`config.mk`:
```
export PLATFORM = sky130hd
export DESIGN_NAME = ascii_integer_field_parser_flat
export DESIGN_NICKNAME = d
export VERILOG_FILES = /design/src/design/aifp_pkg.sv /design/src/design/aifp_in_if.sv /design/src/design/aifp_out_if.sv /design/src/design/aifp_cfg.sv /design/src/design/aifp_step.sv /design/src/design/ascii_integer_field_parser.sv /design/src/flat_wrapper.sv
export SDC_FILE = /design/constraint.sdc
export NUM_CORES = 1
export LEC_CHECK = 0
export BUFFER_PORTS_ARGS = -buffer_cell sky130_fd_sc_hd__buf_2
export CAP_MARGIN = 15
export CORE_ASPECT_RATIO = 1.2
export CORE_MARGIN = 2
export CORE_UTILIZATION = 50
export DETAILED_ROUTE_END_ITERATION = 8
export GPL_TIMING_DRIVEN = 0
export PLACE_DENSITY = 0.65
export SETUP_SLACK_MARGIN = 0.2
export SYNTH_ARGS = -nofsm -noshare
export SYNTH_HDL_FRONTEND = slang
export SYNTH_SLANG_ARGS = --single-unit
```
`constraint.sdc`:
```
create_clock -name clk_i -period 11.1 [get_ports clk_i]
set_clock_uncertainty 0.2 [all_clocks]
set_input_delay 1.665 -clock clk_i [delete_from_list [all_inputs] [get_ports clk_i]]
set_output_delay 1.665 -clock clk_i [all_outputs]
set_load 0.05 [all_outputs]
```
`src/design/aifp_pkg.sv`:
```
// Shared types and constants of the integer field parser
package aifp_pkg;

  // configuration port
  localparam int unsigned APB_AW = 4;
  localparam int unsigned APB_DW = 32;

  typedef enum logic [1:0] {
    REG_BASE_MODE   = 2'd0,
    REG_WIDTH_LIMIT = 2'd1,
    REG_RESULT_SIZE = 2'd2,
    REG_COLON_PAIR  = 2'd3
  } reg_idx_e;

  // register reset values
  localparam logic [1:0]  RST_BASE_MODE   = 2'd1;
  localparam logic [16:0] RST_WIDTH_LIMIT = 17'h1FFFF;
  localparam logic [2:0]  RST_RESULT_SIZE = 3'd2;
  localparam logic        RST_COLON_PAIR  = 1'b0;

  // bit of width_left that marks an unlimited field
  localparam int unsigned UNLIM_BIT = 16;

  typedef struct packed {
    logic [1:0]  base_mode;
    logic [16:0] width_limit;
    logic [2:0]  result_size;
    logic        colon_pair;
  } cfg_t;

  typedef enum logic [2:0] {
    PH_WS     = 3'd0,
    PH_PREFIX = 3'd1,
    PH_ZERO   = 3'd2,
    PH_RUN1   = 3'd3,
    PH_RUN2   = 3'd4
  } phase_e;

  // per-field state that does not depend on the count width
  typedef struct packed {
    phase_e      phase;
    logic [16:0] width_left;
    logic [63:0] acc;
    logic        negative;
    logic [4:0]  base;
  } ctl_t;

  typedef struct packed {
    logic [63:0] value;
    logic [15:0] matched_count;
    logic        matched;
    logic        consumed;
    logic        at_end;
  } result_t;

endpackage

```
`src/design/aifp_in_if.sv`:
```
// Input character channel
interface aifp_in_if;
  logic       valid;
  logic       ready;
  logic [7:0] ch;
  logic       end_of_input;

  modport source (output valid, ch, end_of_input, input ready);
  modport sink   (input valid, ch, end_of_input, output ready);
endinterface

```
`src/design/aifp_out_if.sv`:
```
// Result channel
interface aifp_out_if;
  logic        valid;
  logic        ready;
  logic [63:0] value;
  logic [15:0] matched_count;
  logic        matched;
  logic        consumed;
  logic        at_end;

  modport source (output valid, value, matched_count, matched, consumed, at_end,
                  input ready);
  modport sink   (input valid, value, matched_count, matched, consumed, at_end,
                  output ready);
endinterface

```
`src/design/aifp_cfg.sv`:
```
// APB configuration registers of the integer field parser
module aifp_cfg (
  input  logic                         clk_i,
  input  logic                         rst_ni,
  input  logic                         psel,
  input  logic                         penable,
  input  logic                         pwrite,
  input  logic [aifp_pkg::APB_AW-1:0]  paddr,
  input  logic [aifp_pkg::APB_DW-1:0]  pwdata,
  output logic [aifp_pkg::APB_DW-1:0]  prdata,
  output logic                         pready,
  output aifp_pkg::cfg_t               cfg_o
);

  aifp_pkg::cfg_t   cfg_q;
  aifp_pkg::reg_idx_e idx;
  logic             wr_en;

  assign idx    = aifp_pkg::reg_idx_e'(paddr[3:2]);
  assign wr_en  = psel && penable && pwrite;
  assign pready = 1'b1;
  assign cfg_o  = cfg_q;

  // write registers on the access phase
  always_ff @(posedge clk_i or negedge rst_ni) begin
    if (!rst_ni) begin
      cfg_q.base_mode   <= aifp_pkg::RST_BASE_MODE;
      cfg_q.width_limit <= aifp_pkg::RST_WIDTH_LIMIT;
      cfg_q.result_size <= aifp_pkg::RST_RESULT_SIZE;
      cfg_q.colon_pair  <= aifp_pkg::RST_COLON_PAIR;
    end else if (wr_en) begin
      unique case (idx)
        aifp_pkg::REG_BASE_MODE:   cfg_q.base_mode   <= pwdata[1:0];
        aifp_pkg::REG_WIDTH_LIMIT: cfg_q.width_limit <= pwdata[16:0];
        aifp_pkg::REG_RESULT_SIZE: cfg_q.result_size <= pwdata[2:0];
        aifp_pkg::REG_COLON_PAIR:  cfg_q.colon_pair  <= pwdata[0];
        default: ;
      endcase
    end
  end

  // read mux
  always_comb begin
    unique case (idx)
      aifp_pkg::REG_BASE_MODE:   prdata = 32'(cfg_q.base_mode);
      aifp_pkg::REG_WIDTH_LIMIT: prdata = 32'(cfg_q.width_limit);
      aifp_pkg::REG_RESULT_SIZE: prdata = 32'(cfg_q.result_size);
      aifp_pkg::REG_COLON_PAIR:  prdata = 32'(cfg_q.colon_pair);
      default:                   prdata = '0;
    endcase
  end

endmodule

```
`src/design/aifp_step.sv`:
```
// One character step of the field parser: next state and result
module aifp_step #(
  parameter int unsigned COUNT_BITS = 16
) (
  input  aifp_pkg::cfg_t          cfg_i,
  input  aifp_pkg::ctl_t          ctl_i,
  input  logic [COUNT_BITS-1:0]   dc_i,
  input  logic [COUNT_BITS-1:0]   pc_i,
  input  logic [7:0]              ch_i,
  input  logic                    eoi_i,
  output aifp_pkg::ctl_t          ctl_d_o,
  output logic [COUNT_BITS-1:0]   dc_d_o,
  output logic [COUNT_BITS-1:0]   pc_d_o,
  output logic                    emit_o,
  output aifp_pkg::result_t       res_o
);

  localparam logic [COUNT_BITS-1:0] COUNT_MAX = {COUNT_BITS{1'b1}};

  localparam logic [7:0] CH_SPACE = 8'h20;
  localparam logic [7:0] CH_TAB   = 8'h09;
  localparam logic [7:0] CH_CR    = 8'h0D;
  localparam logic [7:0] CH_PLUS  = 8'h2B;
  localparam logic [7:0] CH_MINUS = 8'h2D;
  localparam logic [7:0] CH_ZERO  = 8'h30;
  localparam logic [7:0] CH_NINE  = 8'h39;
  localparam logic [7:0] CH_COLON = 8'h3A;
  localparam logic [7:0] CH_UA    = 8'h41;
  localparam logic [7:0] CH_UF    = 8'h46;
  localparam logic [7:0] CH_UX    = 8'h58;
  localparam logic [7:0] CH_LA    = 8'h61;
  localparam logic [7:0] CH_LF    = 8'h66;
  localparam logic [7:0] CH_LX    = 8'h78;

  localparam logic [4:0] BASE_NONE = 5'd0;
  localparam logic [4:0] BASE_OCT  = 5'd8;
  localparam logic [4:0] BASE_DEC  = 5'd10;
  localparam logic [4:0] BASE_HEX  = 5'd16;

  localparam logic [2:0] SZ_8  = 3'd0;
  localparam logic [2:0] SZ_16 = 3'd1;
  localparam logic [2:0] SZ_64 = 3'd4;

  localparam logic [1:0] MODE_AUTO = 2'd0;
  localparam logic [1:0] MODE_DEC  = 2'd1;
  localparam logic [1:0] MODE_OCT  = 2'd2;

  function automatic logic [COUNT_BITS-1:0] sat_inc(input logic [COUNT_BITS-1:0] v);
    return (v == COUNT_MAX) ? v : v + 1'b1;
  endfunction

  // digit value of a character, 16 for anything that is no digit
  function automatic logic [4:0] digit_of(input logic [7:0] c);
    logic [4:0] d;
    d = 5'd16;
    if (c >= CH_ZERO && c <= CH_NINE) d = 5'(c - CH_ZERO);
    else if (c >= CH_LA && c <= CH_LF) d = 5'(c - CH_LA + 8'd10);
    else if (c >= CH_UA && c <= CH_UF) d = 5'(c - CH_UA + 8'd10);
    return d;
  endfunction

  function automatic logic [4:0] base_of_mode(input logic [1:0] m);
    logic [4:0] b;
    case (m)
      MODE_AUTO: b = BASE_NONE;
      MODE_DEC:  b = BASE_DEC;
      MODE_OCT:  b = BASE_OCT;
      default:   b = BASE_HEX;
    endcase
    return b;
  endfunction

  aifp_pkg::ctl_t          w;
  logic [COUNT_BITS-1:0]   dc_w;
  logic [COUNT_BITS-1:0]   pc_w;
  logic                    fin;
  logic                    took;
  logic                    ended;
  logic                    tk;
  logic                    go;
  logic                    run;
  logic                    is_space;
  logic [4:0]              dig;
  logic [63:0]             scaled;

  assign is_space = (ch_i == CH_SPACE) || (ch_i >= CH_TAB && ch_i <= CH_CR);
  assign dig      = digit_of(ch_i);

  // scale the accumulator by the current base
  always_comb begin
    case (ctl_i.base)
      BASE_OCT: scaled = ctl_i.acc << 3;
      BASE_HEX: scaled = ctl_i.acc << 4;
      default:  scaled = (ctl_i.acc << 3) + (ctl_i.acc << 1);
    endcase
  end

  // next phase and updated field state for this character
  always_comb begin
    w     = ctl_i;
    dc_w  = dc_i;
    pc_w  = pc_i;
    fin   = 1'b0;
    took  = 1'b0;
    ended = 1'b0;
    tk    = 1'b0;
    go    = 1'b1;
    run   = 1'b0;
    if (eoi_i) begin
      fin   = 1'b1;
      ended = 1'b1;
    end else begin
      // skip whitespace, latch base and width, take a sign
      if (w.phase == aifp_pkg::PH_WS) begin
        go = 1'b0;
        if (is_space) begin
          pc_w = sat_inc(pc_w);
        end else begin
          w.width_left = cfg_i.width_limit;
          if (cfg_i.width_limit == '0) begin
            fin = 1'b1;
          end else begin
            w.base  = base_of_mode(cfg_i.base_mode);
            w.phase = aifp_pkg::PH_PREFIX;
            if (ch_i == CH_MINUS || ch_i == CH_PLUS) begin
              w.negative = (ch_i == CH_MINUS);
              pc_w       = sat_inc(pc_w);
              tk         = 1'b1;
            end else begin
              go = 1'b1;
            end
          end
        end
      end
      // prefix handling, falling through to the digit run
      if (go) begin
        unique case (w.phase)
          aifp_pkg::PH_PREFIX: begin
            if (ch_i == CH_ZERO && (w.base == BASE_NONE || w.base == BASE_HEX)) begin
              dc_w    = COUNT_BITS'(1);
              w.phase = aifp_pkg::PH_ZERO;
              tk      = 1'b1;
            end else begin
              if (w.base == BASE_NONE) w.base = BASE_DEC;
              w.phase = aifp_pkg::PH_RUN1;
              run     = 1'b1;
            end
          end
          aifp_pkg::PH_ZERO: begin
            if (ch_i == CH_LX || ch_i == CH_UX) begin
              dc_w    = '0;
              pc_w    = sat_inc(sat_inc(pc_w));
              w.base  = BASE_HEX;
              w.phase = aifp_pkg::PH_RUN1;
              tk      = 1'b1;
            end else begin
              if (w.base == BASE_NONE) w.base = BASE_OCT;
              w.phase = aifp_pkg::PH_RUN1;
              run     = 1'b1;
            end
          end
          aifp_pkg::PH_RUN1, aifp_pkg::PH_RUN2: run = 1'b1;
          default: fin = 1'b1;
        endcase
      end
      // digit run, with an optional colon into the second run
      if (run) begin
        if (dig < w.base) begin
          w.acc = scaled + 64'(dig);
          dc_w  = sat_inc(dc_w);
          tk    = 1'b1;
        end else if (w.phase == aifp_pkg::PH_RUN1 && ch_i == CH_COLON &&
                     cfg_i.colon_pair) begin
          dc_w    = sat_inc(dc_w);
          w.phase = aifp_pkg::PH_RUN2;
          tk      = 1'b1;
        end else begin
          fin = 1'b1;
        end
      end
      // count down the field width on every taken character of a limited field
      if (tk && !w.width_left[aifp_pkg::UNLIM_BIT]) begin
        w.width_left = {1'b0, w.width_left[15:0] - 16'd1};
        if (w.width_left[15:0] == 16'd0) begin
          fin  = 1'b1;
          took = 1'b1;
        end
      end
    end
  end

  logic                    ok;
  logic [63:0]             signed_val;
  logic [63:0]             mask;
  logic [COUNT_BITS:0]     tot;
  logic [COUNT_BITS-1:0]   tot_sat;
  logic [32:0]             tot_w;

  // result fields when the field closes
  always_comb begin
    ok         = (dc_w != '0);
    signed_val = w.negative ? (64'd0 - w.acc) : w.acc;
    case (cfg_i.result_size)
      SZ_8:    mask = 64'h0000_0000_0000_00FF;
      SZ_16:   mask = 64'h0000_0000_0000_FFFF;
      SZ_64:   mask = 64'hFFFF_FFFF_FFFF_FFFF;
      default: mask = 64'h0000_0000_FFFF_FFFF;
    endcase
    tot     = {1'b0, dc_w} + {1'b0, pc_w};
    tot_sat = tot[COUNT_BITS] ? COUNT_MAX : tot[COUNT_BITS-1:0];
    tot_w   = 33'(tot_sat);
    emit_o              = fin;
    res_o.value         = ok ? (signed_val & mask) : 64'd0;
    res_o.matched_count = !ok ? 16'd0 : (tot_w > 33'h0FFFF) ? 16'hFFFF : tot_w[15:0];
    res_o.matched       = ok;
    res_o.consumed      = took;
    res_o.at_end        = ended;
  end

  // next state: start a fresh field after a result
  always_comb begin
    if (fin) begin
      ctl_d_o.phase      = aifp_pkg::PH_WS;
      ctl_d_o.width_left = cfg_i.width_limit;
      ctl_d_o.acc        = '0;
      ctl_d_o.negative   = 1'b0;
      ctl_d_o.base       = BASE_NONE;
      dc_d_o             = '0;
      pc_d_o             = '0;
    end else begin
      ctl_d_o = w;
      dc_d_o  = dc_w;
      pc_d_o  = pc_w;
    end
  end

endmodule

```
`src/design/ascii_integer_field_parser.sv`:
```
// Top level of the scanf-style integer field parser
//
//   channel   dir   word / data                               handshake
//   in_if     in    ch[7:0], end_of_input                     valid/ready
//   out_if    out   value[63:0], matched_count[15:0],         valid/ready
//                   matched, consumed, at_end
//   apb       in    4 registers at byte address 4*i, 32 bits  psel/penable, pready=1
//
// One word per cycle unless the result stalls; a word is registered in ch_q, stepped
// through the parser from there, and its result (if any) is registered in res_q.
// The 64-bit scale-and-add of the accumulator sets the per-cycle path.
// Reset restores register defaults and starts a new field in whitespace skipping.
// A stalled result holds the output register; one more word waits in the input
// register, after which in_if.ready drops until the result is taken.
module ascii_integer_field_parser #(
  parameter int unsigned COUNT_BITS = 16
) (
  input  logic                         clk_i,
  input  logic                         rst_ni,
  aifp_in_if.sink                      in_if,
  aifp_out_if.source                   out_if,
  input  logic                         psel,
  input  logic                         penable,
  input  logic                         pwrite,
  input  logic [aifp_pkg::APB_AW-1:0]  paddr,
  input  logic [aifp_pkg::APB_DW-1:0]  pwdata,
  output logic [aifp_pkg::APB_DW-1:0]  prdata,
  output logic                         pready
);

  aifp_pkg::cfg_t          cfg;
  aifp_pkg::ctl_t          ctl_q;
  aifp_pkg::ctl_t          ctl_d;
  logic [COUNT_BITS-1:0]   dc_q;
  logic [COUNT_BITS-1:0]   dc_d;
  logic [COUNT_BITS-1:0]   pc_q;
  logic [COUNT_BITS-1:0]   pc_d;
  logic                    emit;
  aifp_pkg::result_t       res_d;
  aifp_pkg::result_t       res_q;

  logic                    in_valid_q;
  logic [7:0]              ch_q;
  logic                    eoi_q;
  logic                    out_valid_q;
  logic                    adv;
  logic                    fire;

  aifp_cfg u_cfg (
    .clk_i   (clk_i),
    .rst_ni  (rst_ni),
    .psel    (psel),
    .penable (penable),
    .pwrite  (pwrite),
    .paddr   (paddr),
    .pwdata  (pwdata),
    .prdata  (prdata),
    .pready  (pready),
    .cfg_o   (cfg)
  );

  aifp_step #(
    .COUNT_BITS (COUNT_BITS)
  ) u_step (
    .cfg_i   (cfg),
    .ctl_i   (ctl_q),
    .dc_i    (dc_q),
    .pc_i    (pc_q),
    .ch_i    (ch_q),
    .eoi_i   (eoi_q),
    .ctl_d_o (ctl_d),
    .dc_d_o  (dc_d),
    .pc_d_o  (pc_d),
    .emit_o  (emit),
    .res_o   (res_d)
  );

  // stage advances when the result register is free or being drained
  assign adv         = !out_valid_q || out_if.ready;
  assign fire        = in_valid_q && adv;
  assign in_if.ready = !in_valid_q || adv;

  // input word register
  always_ff @(posedge clk_i or negedge rst_ni) begin
    if (!rst_ni) begin
      in_valid_q <= 1'b0;
    end else if (in_if.ready) begin
      in_valid_q <= in_if.valid;
    end
  end

  always_ff @(posedge clk_i) begin
    if (in_if.ready && in_if.valid) begin
      ch_q  <= in_if.ch;
      eoi_q <= in_if.end_of_input;
    end
  end

  // field state, advanced once per stepped word
  always_ff @(posedge clk_i or negedge rst_ni) begin
    if (!rst_ni) begin
      ctl_q.phase      <= aifp_pkg::PH_WS;
      ctl_q.width_left <= aifp_pkg::RST_WIDTH_LIMIT;
      ctl_q.acc        <= '0;
      ctl_q.negative   <= 1'b0;
      ctl_q.base       <= '0;
      dc_q             <= '0;
      pc_q             <= '0;
    end else if (fire) begin
      ctl_q <= ctl_d;
      dc_q  <= dc_d;
      pc_q  <= pc_d;
    end
  end

  // result register
  always_ff @(posedge clk_i or negedge rst_ni) begin
    if (!rst_ni) begin
      out_valid_q <= 1'b0;
    end else if (adv) begin
      out_valid_q <= fire && emit;
    end
  end

  always_ff @(posedge clk_i) begin
    if (fire && emit) begin
      res_q <= res_d;
    end
  end

  assign out_if.valid         = out_valid_q;
  assign out_if.value         = res_q.value;
  assign out_if.matched_count = res_q.matched_count;
  assign out_if.matched       = res_q.matched;
  assign out_if.consumed      = res_q.consumed;
  assign out_if.at_end        = res_q.at_end;

endmodule

```
`src/flat_wrapper.sv`:
```
// flat-port wrapper written by rule: the top's interface ports become plain ports
module ascii_integer_field_parser_flat 
#(
  parameter int unsigned COUNT_BITS = 16
)
  (clk_i, rst_ni, psel, penable, pwrite, paddr, pwdata, prdata, pready, in_if_valid, in_if_ch, in_if_end_of_input, in_if_ready, out_if_valid, out_if_value, out_if_matched_count, out_if_matched, out_if_consumed, out_if_at_end, out_if_ready);
  aifp_in_if in_if_i ();
  aifp_out_if out_if_i ();
  input  logic clk_i;
  input  logic rst_ni;
  input  logic psel;
  input  logic penable;
  input  logic pwrite;
  input  logic [aifp_pkg::APB_AW-1:0] paddr;
  input  logic [aifp_pkg::APB_DW-1:0] pwdata;
  output logic [aifp_pkg::APB_DW-1:0] prdata;
  output logic pready;
  input wire logic [$bits(in_if_i.valid)-1:0] in_if_valid;
  input wire logic [$bits(in_if_i.ch)-1:0] in_if_ch;
  input wire logic [$bits(in_if_i.end_of_input)-1:0] in_if_end_of_input;
  output wire logic [$bits(in_if_i.ready)-1:0] in_if_ready;
  output wire logic [$bits(out_if_i.valid)-1:0] out_if_valid;
  output wire logic [$bits(out_if_i.value)-1:0] out_if_value;
  output wire logic [$bits(out_if_i.matched_count)-1:0] out_if_matched_count;
  output wire logic [$bits(out_if_i.matched)-1:0] out_if_matched;
  output wire logic [$bits(out_if_i.consumed)-1:0] out_if_consumed;
  output wire logic [$bits(out_if_i.at_end)-1:0] out_if_at_end;
  input wire logic [$bits(out_if_i.ready)-1:0] out_if_ready;
  assign in_if_i.valid = in_if_valid;
  assign in_if_i.ch = in_if_ch;
  assign in_if_i.end_of_input = in_if_end_of_input;
  assign in_if_ready = in_if_i.ready;
  assign out_if_valid = out_if_i.valid;
  assign out_if_value = out_if_i.value;
  assign out_if_matched_count = out_if_i.matched_count;
  assign out_if_matched = out_if_i.matched;
  assign out_if_consumed = out_if_i.consumed;
  assign out_if_at_end = out_if_i.at_end;
  assign out_if_i.ready = out_if_ready;
  ascii_integer_field_parser #(.COUNT_BITS(COUNT_BITS)) u_core (.clk_i(clk_i), .rst_ni(rst_ni), .in_if(in_if_i), .out_if(out_if_i), .psel(psel), .penable(penable), .pwrite(pwrite), .paddr(paddr), .pwdata(pwdata), .prdata(prdata), .pready(pready));
endmodule
```
# Word-level counts from Yosys, hierarchy flattened
# Cells that the tools add are included.
[word_totals] ff_bits=239 output_inout_bits=118 inputBits=52 word_cells=206
[op_classes] reduce_logical=38 n_eq_ne=27 magnitude_cmp=9 n_mux=96 add_sub_neg=14 bitwise_logic=2
[op_table] operator="$mux 16" n=24
[op_table] operator="$mux 64" n=3
[op_table] operator="$pmux 64 s3" n=1
[op_table] operator="$mux 90" n=2
[op_table] operator="$pmux 32 s4" n=1
[op_table] operator="$pmux 64 s2" n=1
[op_table] operator="$add 16x1->16 const B" n=4
[op_table] operator="$add 64x5->64" n=1
[op_table] operator="$add 64x64->64" n=1
[op_table] operator="$and 64x64->64" n=1
[op_table] operator="$eq 16x16->1 const B" n=4
[op_table] operator="$sub 1x64->64 const A" n=1
[op_table] operator="$mux 20" n=3
[op_table] operator="$mux 5" n=9
[op_table] operator="$eq 8x6->1 const B" n=5
[op_table] operator="$mux 1" n=35
[op_table] operator="$pmux 16 s2" n=1
[op_table] operator="$mux 6" n=4
[op_table] operator="$mux 3" n=6
[op_table] operator="$add 16x16->17" n=1
[op_table] operator="$logic_not 17->1" n=1
[op_table] operator="$mux 17" n=1
[op_table] operator="$eq 8x7->1 const B" n=2
[op_table] operator="$ge 8x7->1 const B" n=2
[op_table] operator="other kinds (35)" n=72

# Logic depth before layout (Yosys ltp)
[depth] word_depth=27 mapped_depth=44 depth_no_buf=40

# Hierarchy
# From an unflattened synthesis, not the netlist that was laid out.
[hier_totals] hier_cells=3201 area_unflattened_um2=26295.2
[modules_own_cells] mod="aifp_step" cells_per_inst=2745 area_per_inst_um2=17197.7 seq_area_each_um2=0.0 instances=1
[modules_own_cells] mod="ascii_integer_field_parser" cells_per_inst=360 area_per_inst_um2=7815.0 seq_area_each_um2=5886.9 instances=1
[modules_own_cells] mod="aifp_cfg" cells_per_inst=96 area_per_inst_um2=1282.5 seq_area_each_um2=599.3 instances=1

# Least setup slack after synthesis
# Ideal clock, no wire load.
[synth_path] path_kind="register -> register" start="register u_core.ch_q[0]" end="register u_core.res_q, in the netlist u_core.out_if.at_end, enable pin" required_time_ns=10.370 setup_ns=0.530 arrival_time_ns=7.919 period_less_slack_ns=8.649 path_slack_ns=2.451 stages_incl_launch_ff=23 n_path_buf=2 cell_sequence="edfxtp_1 inv_1 ha_1 or4b_1 o221a_2 nand2b_1 clkbuf_1 a211o_1 nand2_1 nor2_1 clkbuf_1 a31o_2 ha_1 a21oi_1 o21ai_0 or4_4 o22ai_4 a2bb2oi_2 o31a_1 nand4_1 nand2_1 inv_2 nor2_1"
[synth_via] elab_chain_cells=24 word_cells_on_any_way=98 classes_between="6 x add/sub; 9 x order compare; 13 x eq/ne; 52 x mux; 18 x reduce/logical"
[synth_rtl] item="start: declaration" line_no="ascii_integer_field_parser.sv:43" rtl="logic [7:0] ch_q;"
[synth_rtl] item="start signal: assignment" line_no="ascii_integer_field_parser.sv:94" rtl="ch_q <= in_if.ch;"
[synth_rtl] item="branches (longest 21 deep; another with $ge 8x4->1)"
[synth_rtl] item="$mux 1 (*)" line_no="aifp_step.sv:182" rtl="if (tk && !w.width_left[aifp_pkg::UNLIM_BIT]) begin"
[synth_rtl] item="$mux 1 (*)" line_no="aifp_step.sv:109" rtl="if (eoi_i) begin"
[synth_rtl] item="$logic_and 1x1->1 (*)" line_no="ascii_integer_field_parser.sv:126" rtl="if (fire && emit) begin"
[synth_rtl] item="end signal: assignment" line_no="ascii_integer_field_parser.sv:127" rtl="res_q <= res_d;"
[synth_rtl] item="end: declaration" line_no="ascii_integer_field_parser.sv:40" rtl="aifp_pkg::result_t res_q;"
# Every way passes the cells marked *. The select of a mux whose other input is x is not followed.
# A chain may end at the register's enable or synchronous reset.

# Worst setup path after layout
[layout_path] start="register u_core.ch_q[0]" end="register u_core.res_q, in the netlist u_core.out_if.value[62] (data pin)"
[layout_via] elab_chain_cells=21 word_cells_on_any_way=92 classes_between="8 x add/sub; 9 x order compare; 14 x eq/ne; 46 x mux; 1 x bitwise; 14 x reduce/logical"
[layout_rtl] item="branches (longest 21 deep; another with $add 64x5->64)"
# Parallel ways; which one is timed is not known. The select of a mux whose other input is x is not followed.

==> reports/metrics.cfg <==
[sta]
drv_slew = 0
fin_crit_sh_pct = 93.9
setup_violations = 0
tightest_slew_ns = 1.10
grt_setup_unrepaired = true
min_period_ns = 10.43
slew_headroom_pct = 25.5
final-hold-violation-count = 0
finalSetupTns_ns = 0
clock.fmax_ghz = 0.0959

[synthesis]
yosys-top-cells-count = 372 x nand2_1, 284 x nor2_1, 227 x a21oi_1
yosysWarnings = 0
synthTopCellsByArea = dfrtp_1 11%, edfxtp_1 11%, nand2_1 5.7%, ha_1 5.0%, a21oi_1 4.7%
ys_ff_latch = 239
yosys_most_used_dff = dfrtp_1
synthCells = 3100
ys_types = 119
ys_seq_area_share_pct = 26.6
yosysMostFrequentCell = nand2_1
syn_area_per_cell_sq_um = 7.87
syn_area_sq_um = 24400
synth_top_area_cell = dfrtp_1
synth_edf_count = 92
async_flop_share_pct = 61.5
synth_top_area_share_pct = 11.4

[finish]
layout-drive-gt1-share_pct = 12.8
final_util_pct = 55.9
antennaDiodeCount = 0
finalNetCount = 3437
syn_to_final_growth_pct = 10.2

[placement]
gp_congestion = 0.984
place_hpwl_mm = 74.3
port_buffers = 134

[routing]
wire_per_inst_microns = 24.0
avgViaCountPerCell = 6.53
ant_nets = 0
vias = 25694
dr.pass1.iters = 6
drc = 0
drt-initial-drc-count = 2100
drt-total-wl_mm = 94.5

[setup_path]
crit_start = u_core.ch_q[0]
worstPathRequired_ns = 11.20
startpoint_type = register
r2r_end = u_core.out_if.value[62]
crit_fanout = 10
reg2reg_depth = 35
crit_end = u_core.out_if.value[62]
end_kind = register
arrival_ns = 10.53
reg2reg_slack_ns = 0.67
crit_slowest_cell = or4_4
crit_type = reg -> reg
rr_startpoint = u_core.ch_q[0]
cpPeakStageDelay_ns = 0.50

[cts]
cts_sinks = 239
root_buffer = clkbuf_16
cts_tree = built
cts_max_level = 1
clkLatencyLatePin_ns = 0.56
clk_path_buf_depth = 3
clk_pin_slew_worst_paths_ns = 0.06
cts_made_buffers = 26

[global_route]
grt_pass1_vias = 24991
grt_pass1_wl_mm = 144
grt_usage_pct = 36.6
overflow = 0
grt_max_degree = 76
antenna_found_initial = 0

[worst_hold_path]
min_path_type = reg -> reg

[pwr]
peakVddDrop_mv = 0.203
power_density_nw_per_um2 = 131
cellLeakagePower_nw = 10.4

[floorplanning]
fp.dieH_microns = 246
die_area_sq_um = 50600
die_w_microns = 206
start_util_pct = 50.7
core-area_sq_um = 48100
ioPinCount = 170
rows = 88

[outcome]
status = completed

[flow_run]
maxCapViolations = 0

==> per-stage QoR <==
step	hold slack, ns	total power [W]	area [sq um]	instances	worst slack (ns)
after detailed placement	0.298	0.00262	26000	3882	-0.462
after global routing	0.317	0.00368	26900	3934	0.198
after global placement	0.275	0.00260	25900	3878	-0.534
after floorplan	0.257	0.00216	24500	3114	2.45
final	0.304	0.00354	26900	3934	0.674
after CTS	0.304	0.00351	26900	3930	0.332
==> where the power goes <==
group	internal [W]	switching [W]
clock network	0.000500	0.000391
registers	0.00107	0.000106
logic	0.000398	0.00107
total	0.00197	0.00157
==> cell type report <==
class	instances	area (sq um)
Multi-Input combinational cell	2614	16800
Buffer	203	970
Clock buffer	32	704
Clock inverter	16	148
Sequential cell	239	6490
Fill cell	4606	21200
Inverter	58	218
Timing Repair Buffer	142	773
Tap cell	630	788
==> cell usage in the layout, fill, tap and decap left out, drive strengths merged, types with 22 or more instances in the layout <==
| cell | instances |
|---|---|
| a211oi | 37 |
| nand2b | 26 |
| or3 | 44 |
| clkbuf | 149 |
| mux2 | 42 |
| and2 | 58 |
| a21o | 36 |
| dfrtp | 111 |
| o31a | 22 |
| a22oi | 30 |
| a31oi | 56 |
| xor2 | 77 |
| o31ai | 58 |
| nor3 | 98 |
| a22o | 59 |
| xnor2 | 96 |
| o211ai | 26 |
| o21ai | 232 |
| nand3 | 77 |
| ha | 98 |
| inv | 59 |
| buf | 228 |
| a21oi | 228 |
| dfstp | 36 |
| and3 | 45 |
| nand2 | 373 |
| nor2 | 285 |
| o21a | 47 |
| edfxtp | 92 |
| nor4 | 46 |
| nor2b | 23 |
| mux2i | 40 |
| nand4 | 54 |
==> layer usage <==
metal	vias to the layer above	track usage, %	wire, microns
met1	12351	44.0	36700
met4	0	21.7	6290
met2	1127	63.1	45300
met3	271	3.69	6160
li1	11945	-	-
met5	-	0	0
==> cells by family (layout without fill, tap and decap cells) <==
| group | after synthesis | count (layout) | synth area share (%) |
|---|---|---|---|
| AOI/OAI and AO/OA | 1015 | 1015 | 27.9 |
| xor gates and xnor gates | 173 | 173 | 6.21 |
| adders and majority gates | 102 | 102 | 5.31 |
| buffers and inverters | 261 | 451 | 4.83 |
| DFF | 239 | 239 | 26.6 |
| muxes | 83 | 83 | 3.69 |
| other | 2 | 16 | 0.0308 |
| and+or+nand+nor | 1225 | 1225 | 25.4 |
==> flip-flops by register name, summed over array words and instances, names as in the netlist, 8 cells and up <==
register and cells:
u_core.out_if.matched_count 16, u_core.out_if.value 64, u_core.ch_q 8, u_core.pc_q 16
u_core.ctl_q 90, u_core.u_cfg.cfg_o 23, u_core.dc_q 16
==> how the worst min path moves through the flow <==
stage                     start          endpoint  slack, ns  depth (start not counted)
2_1_floorplan    u_core.dc_q[0]    u_core.dc_q[0]       0.26                          2
3_3_place_gp   u_core.ctl_q[70]  u_core.ctl_q[70]       0.27                          2
3_5_place_dp   u_core.ctl_q[84]  u_core.ctl_q[84]       0.30                          2
4_1_cts        u_core.ctl_q[70]  u_core.ctl_q[70]       0.30                          2
5_1_grt        u_core.ctl_q[70]  u_core.ctl_q[70]       0.32                          2
6_report       u_core.ctl_q[70]  u_core.ctl_q[70]       0.30                          2
==> what timing repair did <==
item | 4_1_cts | 5_1_grt
endpoints found under the setup margin | 21 | 29
pin swaps | 0 | 2
hold buffers | 0 | 0
resized for setup | 5 | 9
buffers inserted | 0 | 2
==> worst max-delay path: cells and delay by family, from the launching register on <==
kind | cells | cell delay [ns]
buffers and inverters | 10 | 3.15
muxes | 2 | 0.71
AOI/OAI and AO/OA | 9 | 1.99
and+or+nand+nor | 11 | 2.96
adders and majority gates | 3 | 0.73
DFF | 1 | 0.42
(Power assumes the default switching activity.)
